===== src/design/bb3_pkg.sv =====
// -----------------------------------------------------------------------------
// Box blur 3x3 package
// Shared widths, codes, payload types and a helper function of the blur block.
// -----------------------------------------------------------------------------
`timescale 1ns / 1ps
`default_nettype none

package bb3_pkg;

	// Fixed field widths.
	localparam int CHAN_W     = 8;
	localparam int PIX_W      = 3 * CHAN_W;
	localparam int CFG_DATA_W = 11;

	// A 3x3 sum of 8-bit values reaches 9 * 255 = 2295.
	localparam int SUM_W = 12;

	// Floor division by 9 as a multiply by a rounded-up reciprocal. The error
	// stays below 1/9 for every sum up to 2295, so the quotient is exact.
	localparam int RECIP_9     = 7282;
	localparam int RECIP_SHIFT = 16;
	localparam int PROD_W      = SUM_W + 14;

	// Frame size limits and reset values.
	localparam int MIN_WIDTH          = 3;
	localparam int MIN_HEIGHT         = 1;
	localparam int FRAME_WIDTH_RESET  = 800;
	localparam int FRAME_HEIGHT_RESET = 600;

	typedef enum logic [0:0] {
		REG_FRAME_WIDTH  = 1'b0,
		REG_FRAME_HEIGHT = 1'b1
	} cfg_reg_t;

	typedef enum logic [0:0] {
		OP_PIXEL = 1'b0,
		OP_DRAIN = 1'b1
	} opcode_t;

	typedef logic [PIX_W-1:0] pixel_t;

	typedef struct packed {
		logic [SUM_W-1:0] red;
		logic [SUM_W-1:0] green;
		logic [SUM_W-1:0] blue;
	} sums_t;

	// Per-item control that travels with a pixel into the window stage.
	typedef struct packed {
		logic use_upper;
		logic use_middle;
		logic emit;
		logic last;
		logic top_ok;
		logic bottom_ok;
		logic left_ok;
		logic right_ok;
	} s1_ctrl_t;

	function automatic int clamp_int(input int v, input int lo, input int hi);
		int r;
		r = v;
		if (r < lo) r = lo;
		if (r > hi) r = hi;
		return r;
	endfunction

endpackage

`default_nettype wire


===== src/design/bb3_window.sv =====
// -----------------------------------------------------------------------------
// Box blur window
// 3x3 neighborhood registers, line store write-back and masked channel sums.
// -----------------------------------------------------------------------------
`timescale 1ns / 1ps
`default_nettype none

module bb3_window
	import bb3_pkg::*;
(
	input  wire logic     clk,
	input  wire logic     arst_n,
	input  wire logic     restart,
	input  wire logic     s1_valid,
	input  wire s1_ctrl_t s1_ctrl,
	input  wire pixel_t   s1_pix,
	input  wire pixel_t   upper_rd,
	input  wire pixel_t   middle_rd,
	input  wire logic     out_free,
	output      logic     s1_move,
	output      pixel_t   upper_wdata,
	output      pixel_t   middle_wdata,
	output      logic     s2_valid,
	output      sums_t    s2_sums,
	output      logic     s2_last
);

	pixel_t     win_q [3][3];
	pixel_t     shifted [3][3];
	pixel_t     col_in [3];
	logic [2:0] row_ok;
	logic [2:0] col_ok;
	sums_t      sums;
	logic       s2_free;

	logic       s2_valid_s2;
	sums_t      s2_sums_s2;
	logic       s2_last_s2;

	always_comb begin
		col_in[0] = s1_ctrl.use_upper ? upper_rd : '0;
		col_in[1] = s1_ctrl.use_middle ? middle_rd : '0;
		col_in[2] = s1_pix;
		row_ok    = {s1_ctrl.bottom_ok, 1'b1, s1_ctrl.top_ok};
		col_ok    = {s1_ctrl.right_ok, 1'b1, s1_ctrl.left_ok};
		sums      = '0;
		for (int r = 0; r < 3; r++) begin
			shifted[r][0] = win_q[r][1];
			shifted[r][1] = win_q[r][2];
			shifted[r][2] = col_in[r];
		end
		// Neighbors that fall outside the frame count as zero.
		for (int r = 0; r < 3; r++) begin
			for (int c = 0; c < 3; c++) begin
				if (row_ok[r] && col_ok[c]) begin
					sums.red   = sums.red + SUM_W'(shifted[r][c][2*CHAN_W +: CHAN_W]);
					sums.green = sums.green + SUM_W'(shifted[r][c][CHAN_W +: CHAN_W]);
					sums.blue  = sums.blue + SUM_W'(shifted[r][c][0 +: CHAN_W]);
				end
			end
		end
	end

	assign s2_free      = !s2_valid_s2 || out_free;
	assign s1_move      = s1_valid && (!s1_ctrl.emit || s2_free);
	assign upper_wdata  = col_in[1];
	assign middle_wdata = col_in[2];

	always_ff @(posedge clk or negedge arst_n) begin
		if (!arst_n) begin
			for (int r = 0; r < 3; r++) begin
				for (int c = 0; c < 3; c++) begin
					win_q[r][c] <= '0;
				end
			end
		end else if (restart || (s1_move && s1_ctrl.last)) begin
			for (int r = 0; r < 3; r++) begin
				for (int c = 0; c < 3; c++) begin
					win_q[r][c] <= '0;
				end
			end
		end else if (s1_move) begin
			win_q <= shifted;
		end
	end

	always_ff @(posedge clk or negedge arst_n) begin
		if (!arst_n) begin
			s2_valid_s2 <= 1'b0;
		end else if (s2_free) begin
			s2_valid_s2 <= s1_move && s1_ctrl.emit;
		end
	end

	always_ff @(posedge clk) begin
		if (s1_move && s1_ctrl.emit) begin
			s2_sums_s2 <= sums;
			s2_last_s2 <= s1_ctrl.last;
		end
	end

	assign s2_valid = s2_valid_s2;
	assign s2_sums  = s2_sums_s2;
	assign s2_last  = s2_last_s2;

endmodule

`default_nettype wire


===== config.mk =====
export PLATFORM = sky130hd
export DESIGN_NAME = bb3_window
export DESIGN_NICKNAME = d
export VERILOG_FILES = /design/src/design/bb3_pkg.sv /design/src/design/bb3_window.sv
export SDC_FILE = /design/constraint.sdc
export NUM_CORES = 1
export LEC_CHECK = 0
export ABC_AREA = 1
export BUFFER_PORTS_ARGS = -buffer_cell sky130_fd_sc_hd__buf_2
export CAP_MARGIN = 5
export CORE_MARGIN = 2
export CORE_UTILIZATION = 50
export DETAILED_ROUTE_END_ITERATION = 10
export PLACE_DENSITY = 0.81
export RECOVER_POWER = 50
export SETUP_SLACK_MARGIN = 0.4
export SLEW_MARGIN = 0
export SYNTH_ARGS = -nofsm -noshare
export SYNTH_HDL_FRONTEND = slang
export SYNTH_SLANG_ARGS = --single-unit

===== constraint.sdc =====
create_clock -name clk -period 22.4 [get_ports clk]
set_clock_uncertainty 0.15 [all_clocks]
set_input_delay 1.12 -clock clk [delete_from_list [all_inputs] [get_ports clk]]
set_output_delay 1.12 -clock clk [all_outputs]
set_load 0.01 [all_outputs]

==> flow_summary.ini <==
[sta]
hold_viol_final = 0
slew_headroom = -2.55
period_minus_slack_ns = 10.38
fin_crit_sh = 0.463
max_freq_mhz = 96.4
final.setup.tns_ns = 0
worst_pin_slew_ns = 5.33
slew_viol_final = 186
rsz0062_at_grt = false
setup_viol_count_final = 0

[cells_and_area]
instances_no_fill = 3015
fin_nets = 2846
area_growth_pct = 7.93
final_layout_size_suffix_gt1_frac = 0.0988
diodes = 0

[status]
status = complete, but fails checks
violations = capacitance limit, slew limit

[floorplanning]
initial_core_util = 0.509
core_mm2 = 0.0347
die_area_mm2 = 0.0369
ios = 172
fp.dieW_um = 192
die_y_um = 192
rows = 68

[power_and_ir_drop]
power_density_mw_per_mm2 = 47.5
ir_worst_vdd_uv = 52.3
p_leak_nw = 9.72

[detailed_routing]
drtIter0Drc = 1188
drt_wl_total_um = 44900
viasPerCell = 5.39
drtPass1Iterations = 6
route.detailed.drc = 0
dr_total_vias = 16258
ant_nets = 0
avgRoutedWirePerCell_um = 14.9

[critical_path]
arrival_ns = 10.44
crit_required_ns = 22.47
cp_slowest_cell = buf_2
crit_fanout = 32
start_kind = primary input
worstSetupPathType = primary input to flip-flop
slowest_delay_ns = 0.52
endpoint_kind = flip-flop
r2r-start = shifted[192]
crit_start = s1_ctrl[3]

[clocking]
tritoncts = built
clockRootBuffer = clkbuf_16
htreeDepth = 4
cts_resized = 0
cts.sinks = 182
cts_hold_buf = 0
path_clk_slew_ns = 0.07
postCtsSetupBuffers = 0
clk_path_buf_depth = 2
clk_latency_ns = 0.46
cts_inserted_buffers = 17

[placed_design]
dp_cells = 2983
hpwl_um = 34400
numPortBuffers = 171
routabilityCongestion = 0.897

[global_routing]
grt_pass1_wl_um = 73600
antenna_found_initial = 0
grt_overflow = 0
grt_max_degree = 103
grt_pass1_vias = 15575
grt_use_total = 0.245

[flow_run]
maxCapViolCount = 3

[yosys]
yosysMostFrequentCell = nand2_1
synth.top_cell.area_share = 0.205
syn-num-nets = 2767
ys_warn_count = 0
yosysSeqAreaShare = 0.268
synth_flop_cell = dfrtp_1
ys_seq_elements = 182
syn_avg_cell_area_um2 = 7.16
ys_types = 55
synth_common_cells = nand2_1, inv_1, o21ai_0, ha_1, a21oi_1
netlist_area_mm2 = 0.0177
synth_edf_count = 37
synthCells = 2468
async_reset_ff_frac = 0.797
yosys.area.top_type = dfrtp_1
synthTopCellsByArea = dfrtp_1, ha_1, nand2_1

[hold_path]
hold_path.class = flip-flop to flip-flop
worstHoldStart = shifted[212]
## routing by layer
metal / vias up / part of all wire / GRT usage / wire length (µm)
met5: - / 0 / 0 / 0
met4: 0 / 0.028 / 0.0904 / 1270
met3: 75 / 0.055 / 0.0351 / 2480
met2: 499 / 0.45 / 0.409 / 20400
met1: 7447 / 0.46 / 0.323 / 20700
li1: 8237 / - / - / -
## cells in the final DEF, fill, tap and decap left out, drive strengths merged, types with 4 or more instances in the layout
master	Yosys	routed
edfxtp	37	37
clkbuf	63	88
fa	24	24
o211ai	5	5
dfrtp	145	145
a21o	8	8
xnor2	39	39
a21oi	165	165
and2	7	7
o21ai	199	199
inv	427	431
a211oi	4	4
buf	59	116
o22ai	124	124
o31ai	13	13
nand2	540	540
nor2	150	150
clkinv	3	8
or2	19	19
ha	190	190
nand4	20	20
nand3	117	117
xor2	50	50
nor3	14	14
o21bai	11	11
a31oi	14	14
nand3b	9	9
## power by group
part	switching, mW	leakage (nW)	internal (mW)	total (mW)
logic	0.153	7.05	0.0814	0.234
registers	0.00429	2.36	0.351	0.355
clock network	0.143	0.305	0.174	0.317
## per-stage QoR
| stage | power [mW] | utilization | setup WS, ns | hold slack [ns] | area [µm²] |
|---|---|---|---|---|---|
| final | 0.906 | 0.550 | 12.02 | 0.375 | 19100 |
| after global routing | 0.954 | 0.550 | 11.08 | 0.403 | 19100 |
| after CTS | 0.910 | 0.552 | 12.09 | 0.376 | 19200 |
| after detailed placement | 0.594 | 0.535 | 11.66 | 0.360 | 18600 |
| after global placement | 0.582 | 0.535 | 12.05 | 0.353 | 18600 |
| after floorplan | 0.531 | - | 13.21 | 0.341 | 17700 |
## cells by family after synthesis
| kind of cell | count (synthesis) | share of synthesized area |
|---|---|---|
| adder cells (fa/ha/maj) | 215 | 0.162 |
| AO/OA/AOI/OAI | 552 | 0.174 |
| flip-flops | 182 | 0.268 |
| buffers and inverters | 552 | 0.128 |
| AND/OR/NAND/NOR | 878 | 0.224 |
| XOR/XNOR | 89 | 0.0445 |
## path summary, 6_finish.rpt
check | slack (ns) | depth (start not counted) | end
worst max-delay path | 12.02 | 50 | s2_sums[35]
worst min-delay path | 0.38 | 2 | shifted[212]
worst max register to register | 13.37 | 40 | s2_sums[11]
worst min register to register | 0.38 | 2 | shifted[212]
max in group asynchronous | 15.09 | 2 | shifted[38]
min in group asynchronous | 2.46 | 1 | shifted[189]
## sequential cells by signal (all words and copies together) (netlist names)
signal / flops
s2_valid: 1
s2_sums: 36
s2_last: 1
shifted: 144
## layout make-up
class / count / area, µm²
clock buffer: 22 / 505
clock inverter: 10 / 108
fill: 3191 / 15600
inverter: 430 / 1610
multi-input combinational: 1734 / 10700
sequential: 182 / 4740
tap: 455 / 569
timing repair buffer: 182 / 851
## critical path, delay by kind of cell
family	cells	cell delay [ns]
fa+ha+maj	9	2.87
compound gates	15	2.58
simple gates	16	2.39
buf+inv	7	0.95
xor+xnor	3	0.53
Note: power is estimated with default switching activity, not from simulation.
