<file path="src/design/bb3_pkg.sv">
// -----------------------------------------------------------------------------
// Box blur 3x3 package
// Shared widths, codes, payload types and a helper function of the blur block.
// -----------------------------------------------------------------------------
`timescale 1ns / 1ps
`default_nettype none

package bb3_pkg;

	// Fixed field widths.
	localparam int CHAN_W     = 8;
	localparam int PIX_W      = 3 * CHAN_W;
	localparam int CFG_DATA_W = 11;

	// A 3x3 sum of 8-bit values reaches 9 * 255 = 2295.
	localparam int SUM_W = 12;

	// Floor division by 9 as a multiply by a rounded-up reciprocal. The error
	// stays below 1/9 for every sum up to 2295, so the quotient is exact.
	localparam int RECIP_9     = 7282;
	localparam int RECIP_SHIFT = 16;
	localparam int PROD_W      = SUM_W + 14;

	// Frame size limits and reset values.
	localparam int MIN_WIDTH          = 3;
	localparam int MIN_HEIGHT         = 1;
	localparam int FRAME_WIDTH_RESET  = 800;
	localparam int FRAME_HEIGHT_RESET = 600;

	typedef enum logic [0:0] {
		REG_FRAME_WIDTH  = 1'b0,
		REG_FRAME_HEIGHT = 1'b1
	} cfg_reg_t;

	typedef enum logic [0:0] {
		OP_PIXEL = 1'b0,
		OP_DRAIN = 1'b1
	} opcode_t;

	typedef logic [PIX_W-1:0] pixel_t;

	typedef struct packed {
		logic [SUM_W-1:0] red;
		logic [SUM_W-1:0] green;
		logic [SUM_W-1:0] blue;
	} sums_t;

	// Per-item control that travels with a pixel into the window stage.
	typedef struct packed {
		logic use_upper;
		logic use_middle;
		logic emit;
		logic last;
		logic top_ok;
		logic bottom_ok;
		logic left_ok;
		logic right_ok;
	} s1_ctrl_t;

	function automatic int clamp_int(input int v, input int lo, input int hi);
		int r;
		r = v;
		if (r < lo) r = lo;
		if (r > hi) r = hi;
		return r;
	endfunction

endpackage

`default_nettype wire

</file>
<file path="src/design/bb3_front.sv">
// -----------------------------------------------------------------------------
// Box blur front end
// Frame size registers, raster counters and the first pipeline stage.
// -----------------------------------------------------------------------------
`timescale 1ns / 1ps
`default_nettype none

module bb3_front
	import bb3_pkg::*;
#(
	parameter int MAX_WIDTH  = 1024,
	parameter int MAX_HEIGHT = 1024,
	parameter int COL_W      = 10,
	parameter int WID_W      = 11,
	parameter int ROW_W      = 11
) (
	input  wire logic                  clk,
	input  wire logic                  arst_n,
	input  wire logic                  accept,
	input  wire logic                  opcode,
	input  wire pixel_t                color,
	input  wire logic                  cfg_we,
	input  wire logic                  cfg_index,
	input  wire logic [CFG_DATA_W-1:0] cfg_data,
	input  wire logic                  s1_free,
	output      logic [COL_W-1:0]      rd_addr,
	output      logic                  restart,
	output      logic                  s1_valid,
	output      s1_ctrl_t              s1_ctrl,
	output      pixel_t                s1_pix,
	output      logic [COL_W-1:0]      s1_col
);

	localparam logic [WID_W-1:0] W_RESET =
		WID_W'(clamp_int(FRAME_WIDTH_RESET, MIN_WIDTH, MAX_WIDTH));
	localparam logic [ROW_W-1:0] H_RESET =
		ROW_W'(clamp_int(FRAME_HEIGHT_RESET, MIN_HEIGHT, MAX_HEIGHT));

	logic [WID_W-1:0] w_q;
	logic [ROW_W-1:0] h_q;
	logic [COL_W-1:0] ic_q;
	logic [ROW_W-1:0] ir_q;
	logic [COL_W-1:0] ocol_q;
	logic [ROW_W-1:0] orow_q;

	logic             s1_valid_s1;
	s1_ctrl_t         s1_ctrl_s1;
	pixel_t           s1_pix_s1;
	logic [COL_W-1:0] s1_col_s1;

	logic             receiving;
	logic             take;
	logic             emit;
	logic             last;
	logic             col_wrap;
	logic             ocol_wrap;
	logic [WID_W-1:0] cfg_w;
	logic [ROW_W-1:0] cfg_h;
	s1_ctrl_t         ctrl;

	always_comb begin
		receiving = ir_q < h_q;
		take      = accept && !(receiving && (opcode == OP_DRAIN));
		emit      = (ir_q >= ROW_W'(2)) || ((ir_q == ROW_W'(1)) && (ic_q != '0));
		last      = emit && (orow_q == h_q - ROW_W'(1))
			&& (WID_W'(ocol_q) == w_q - WID_W'(1));
		col_wrap  = (WID_W'(ic_q) + WID_W'(1)) == w_q;
		ocol_wrap = (WID_W'(ocol_q) + WID_W'(1)) == w_q;

		ctrl.use_upper  = ir_q >= ROW_W'(2);
		ctrl.use_middle = (ir_q != '0) && (ir_q <= h_q);
		ctrl.emit       = emit;
		ctrl.last       = last;
		ctrl.top_ok     = orow_q != '0;
		ctrl.bottom_ok  = (orow_q + ROW_W'(1)) < h_q;
		ctrl.left_ok    = ocol_q != '0;
		ctrl.right_ok   = !ocol_wrap;

		cfg_w = WID_W'(clamp_int(int'(cfg_data), MIN_WIDTH, MAX_WIDTH));
		cfg_h = ROW_W'(clamp_int(int'(cfg_data), MIN_HEIGHT, MAX_HEIGHT));
	end

	always_ff @(posedge clk or negedge arst_n) begin
		if (!arst_n) begin
			w_q    <= W_RESET;
			h_q    <= H_RESET;
			ic_q   <= '0;
			ir_q   <= '0;
			ocol_q <= '0;
			orow_q <= '0;
		end else if (cfg_we) begin
			unique case (cfg_reg_t'(cfg_index))
				REG_FRAME_WIDTH: begin
					w_q <= cfg_w;
				end
				REG_FRAME_HEIGHT: begin
					h_q <= cfg_h;
				end
				default: begin
				end
			endcase
			ic_q   <= '0;
			ir_q   <= '0;
			ocol_q <= '0;
			orow_q <= '0;
		end else if (take) begin
			if (last) begin
				ic_q   <= '0;
				ir_q   <= '0;
				ocol_q <= '0;
				orow_q <= '0;
			end else begin
				if (col_wrap) begin
					ic_q <= '0;
					ir_q <= ir_q + ROW_W'(1);
				end else begin
					ic_q <= ic_q + COL_W'(1);
				end
				if (emit) begin
					if (ocol_wrap) begin
						ocol_q <= '0;
						orow_q <= orow_q + ROW_W'(1);
					end else begin
						ocol_q <= ocol_q + COL_W'(1);
					end
				end
			end
		end
	end

	always_ff @(posedge clk or negedge arst_n) begin
		if (!arst_n) begin
			s1_valid_s1 <= 1'b0;
		end else if (s1_free) begin
			s1_valid_s1 <= take;
		end
	end

	// Payload of the first stage; a pixel that arrives during the flush
	// counts as a drain tick, so its color is replaced by zero.
	always_ff @(posedge clk) begin
		if (take) begin
			s1_ctrl_s1 <= ctrl;
			s1_pix_s1  <= receiving ? color : '0;
			s1_col_s1  <= ic_q;
		end
	end

	assign rd_addr  = ic_q;
	assign restart  = cfg_we;
	assign s1_valid = s1_valid_s1;
	assign s1_ctrl  = s1_ctrl_s1;
	assign s1_pix   = s1_pix_s1;
	assign s1_col   = s1_col_s1;

endmodule

`default_nettype wire

</file>
<file path="config.mk">
export PLATFORM = sky130hd
export DESIGN_NAME = bb3_front
export DESIGN_NICKNAME = d
export VERILOG_FILES = /design/src/design/bb3_pkg.sv /design/src/design/bb3_front.sv
export SDC_FILE = /design/constraint.sdc
export NUM_CORES = 1
export LEC_CHECK = 0
export BUFFER_PORTS_ARGS = -buffer_cell sky130_fd_sc_hd__buf_2
export CAP_MARGIN = 25
export CORE_ASPECT_RATIO = 1.5
export CORE_UTILIZATION = 55
export DETAILED_ROUTE_END_ITERATION = 8
export GPL_TIMING_DRIVEN = 0
export PLACE_DENSITY = 0.77
export SLEW_MARGIN = 10
export SYNTH_ARGS = -nofsm -noshare
export SYNTH_HDL_FRONTEND = slang
export SYNTH_SLANG_ARGS = --single-unit
</file>
<file path="constraint.sdc">
create_clock -name clk -period 14.1 [get_ports clk]
set_clock_uncertainty 0.05 [all_clocks]
set_input_delay 2.115 -clock clk [delete_from_list [all_inputs] [get_ports clk]]
set_output_delay 2.115 -clock clk [all_outputs]
set_load 0.01 [all_outputs]
</file>
==> flow_summary.yaml <==
yosys:
  syn_nets: 768
  yosysSeqAreaShare: 0.432
  synth_top_cell_area_share: 0.217
  synth_top_cell_by_area: "dfrtp_1"
  syn_inst: 692
  synth_flop_cell: "dfrtp_1"
  synth_warnings: 0
  synthArstFlopShare: 0.607
  ys_ff_latch: 107
  yosys-top-cells-area: "dfrtp_1 (22%), edfxtp_1 (19%), ha_1 (6.3%)"
  synth_area_mm2: 0.00670
  synth_edf_count: 42
  syn_avg_cell_area_um2: 9.68
  yosysUniqueCellTypes: 67
sta:
  fin_crit_ns: 4.76
  hold_ws_ns: 0.417
  finalSetupTns_ns: 0
  maxSlewViolCount: 0
  rsz0062_at_grt: "no"
  hold_violations: 0
  setup_ws_ns: 9.34
  setup_viol: 0
  maxSlewHeadroom: 0.329
  fmax_ghz: 0.210
  finalCritPeriodShare: 0.338
  tightestPinTransition_ns: 0.992
routing:
  drt-initial-drc-count: 363
  drt-total-wl_mm: 17.0
  wl_per_cell_um: 17.7
  vias: 5796
  route.detailed.drc: 0
  via_per_inst: 6.04
  ant_nets: 0
  drtPass1Iterations: 5
placement:
  globalplace.congestion: 0.980
  dp_slack_ns: 9.36
  hpwl_mm: 12.9
  io_buffers: 95
  dpl-instance-area_mm2: 0.00743
clock_network:
  cts_sinks: 107
  clkSlewWorstSetupHoldPaths_ns: 0.07
  clock_tree.buffer_depth: 2
  tritoncts: "yes"
  cts_resized: 0
  numCtsBuffers: 9
  post_cts_buffers: 0
  cts_hold_buf: 0
  htreeDepth: 3
  root_buffer: "clkbuf_16"
  clock_latency_ns: 0.35
floorplanning:
  die_w_um: 92.1
  dieArea_mm2: 0.0126
  core_mm2: 0.0120
  rows: 49
  io_pins: 96
  start_util: 0.561
  die_height_um: 137
run_status:
  status: "complete, no violations"
finish:
  nFillCells: 1029
  syn_to_final_growth_pct: 15.5
  layout-drive-gt1-share: 0.183
  register_area_mm2: 0.00290
  layout_common_cells: "buf_2 (100), dfrtp_1 (58), nand2_1 (46), nor2_1 (46)"
  design_area_mm2: 0.00774
  final_common_cell: "buf_2"
  multi_input_area_mm2: 0.00352
  final_nets: 878
  diodes: 0
job:
  max_cap_viol_count: 0
power_and_ir_drop:
  switchingPower_mw: 0.263
  power_leakage_nw: 3.28
  seq_power_share: 0.455
  pwr-share-comb: 0.243
  p_per_area_mw_per_mm2: 106
  swShare: 0.320
  intPower_mw: 0.560
  vdd.ir_drop.worst_v: 0.0000665
  power_frac_clock: 0.303
worst_setup_path:
  max_stage_delay_ns: 0.20
  r2r_slack_ns: 9.80
  worst_setup_path_end_kind: "primary output"
  cp_slowest_cell: "buf_2"
  required_ns: 11.94
  path_delay_family: "buffers and inverters"
  critical_path_class: "input port to primary output"
  start_kind: "input port"
  cpMostUsedCell: "buf_2"
  cp_max_fo: 7
  worstPathCellList: "buf_2 -> buf_4 -> buf_2"
  path_buf_inv: 3
  worstPathArrival_ns: 2.59
grt:
  grt_max_degree: 41
  grt_antenna_before_repair: 0
  gr-total-overflow: 0
  grt_pass1_wl_mm: 27.3
  grt_use_total: 0.277
  grt_pass1_vias: 5607
worst_hold_path:
  min_path_type: "register to register"
metrics by stage:
stage | std cells | utilization | power, mW
floorplan | 692 | - | 0.508
CTS | 958 | 0.646 | 0.824
detailed placement | 942 | 0.622 | 0.577
global placement | 940 | 0.616 | 0.568
finish | 960 | 0.647 | 0.823
global route | 960 | 0.647 | 0.861
power by group through the flow:
stage,logic [mW],clock network (mW),registers [mW]
5_1_grt,0.221,0.264,0.377
3_3_place_gp,0.188,0,0.380
3_5_place_dp,0.197,0,0.380
2_1_floorplan,0.127,0,0.382
4_1_cts,0.199,0.252,0.374
6_report,0.200,0.249,0.374
sequential cells by signal, summed over array words and instances, names as in the netlist:
name	count
rd_addr	10
orow_q	11
s1_ctrl	8
ocol_q	10
h_q	11
ir_q	11
s1_pix	24
s1_col	10
s1_valid	1
w_q	11
worst paths after layout:
| check | cells past startpoint | end | start |
|---|---|---|---|
| hold reg to reg | 0 | s1_col[7] | rd_addr[7] |
| setup / recovery | 3 | restart | cfg_we |
| setup reg to reg | 12 | ir_q[10] | w_q[0] |
| hold / removal | 0 | s1_col[7] | rd_addr[7] |
| min in group asynchronous | 1 | rd_addr[6] | arst_n |
| max in group asynchronous | 2 | h_q[4] | arst_n |
metal layers:
layer,wire (um),track usage
met5,0,0
met4,638,0.131
met3,831,0.0392
met2,9020,0.519
met1,6470,0.307
layout make-up:
cell class / count / share of cell area
buffer: 40 / 0.0218
multi-input combinational: 511 / 0.455
inverter: 34 / 0.0165
clock buffer: 9 / 0.0291
clock inverter: 7 / 0.00857
timing repair buffer: 99 / 0.0695
sequential: 107 / 0.374
tap: 153 / 0.0247
logic make-up (layout without fill, tap and decap cells):
kind of cell	count (synthesis)	in the layout	share of synthesized area
AND/OR/NAND/NOR	268	268	0.220
AO/OA/AOI/OAI	143	143	0.149
flip-flops	107	107	0.432
buffers and inverters	74	189	0.0443
XOR/XNOR	57	57	0.0765
adder cells (fa/ha/maj)	34	34	0.0635
multiplexers	9	9	0.0144
synth_stat cells (20+ instances only):
cell type  instances
nor2_1            46
edfxtp_1          42
xnor2_1           42
nand2_1           46
nor2b_1           42
nand3_1           26
inv_1             34
a22o_1            20
o21ai_0           34
a21oi_1           22
clkbuf_1          30
ha_1              34
nor3_1            27
dfrtp_1           58
Power figures use the tool's default switching activity.
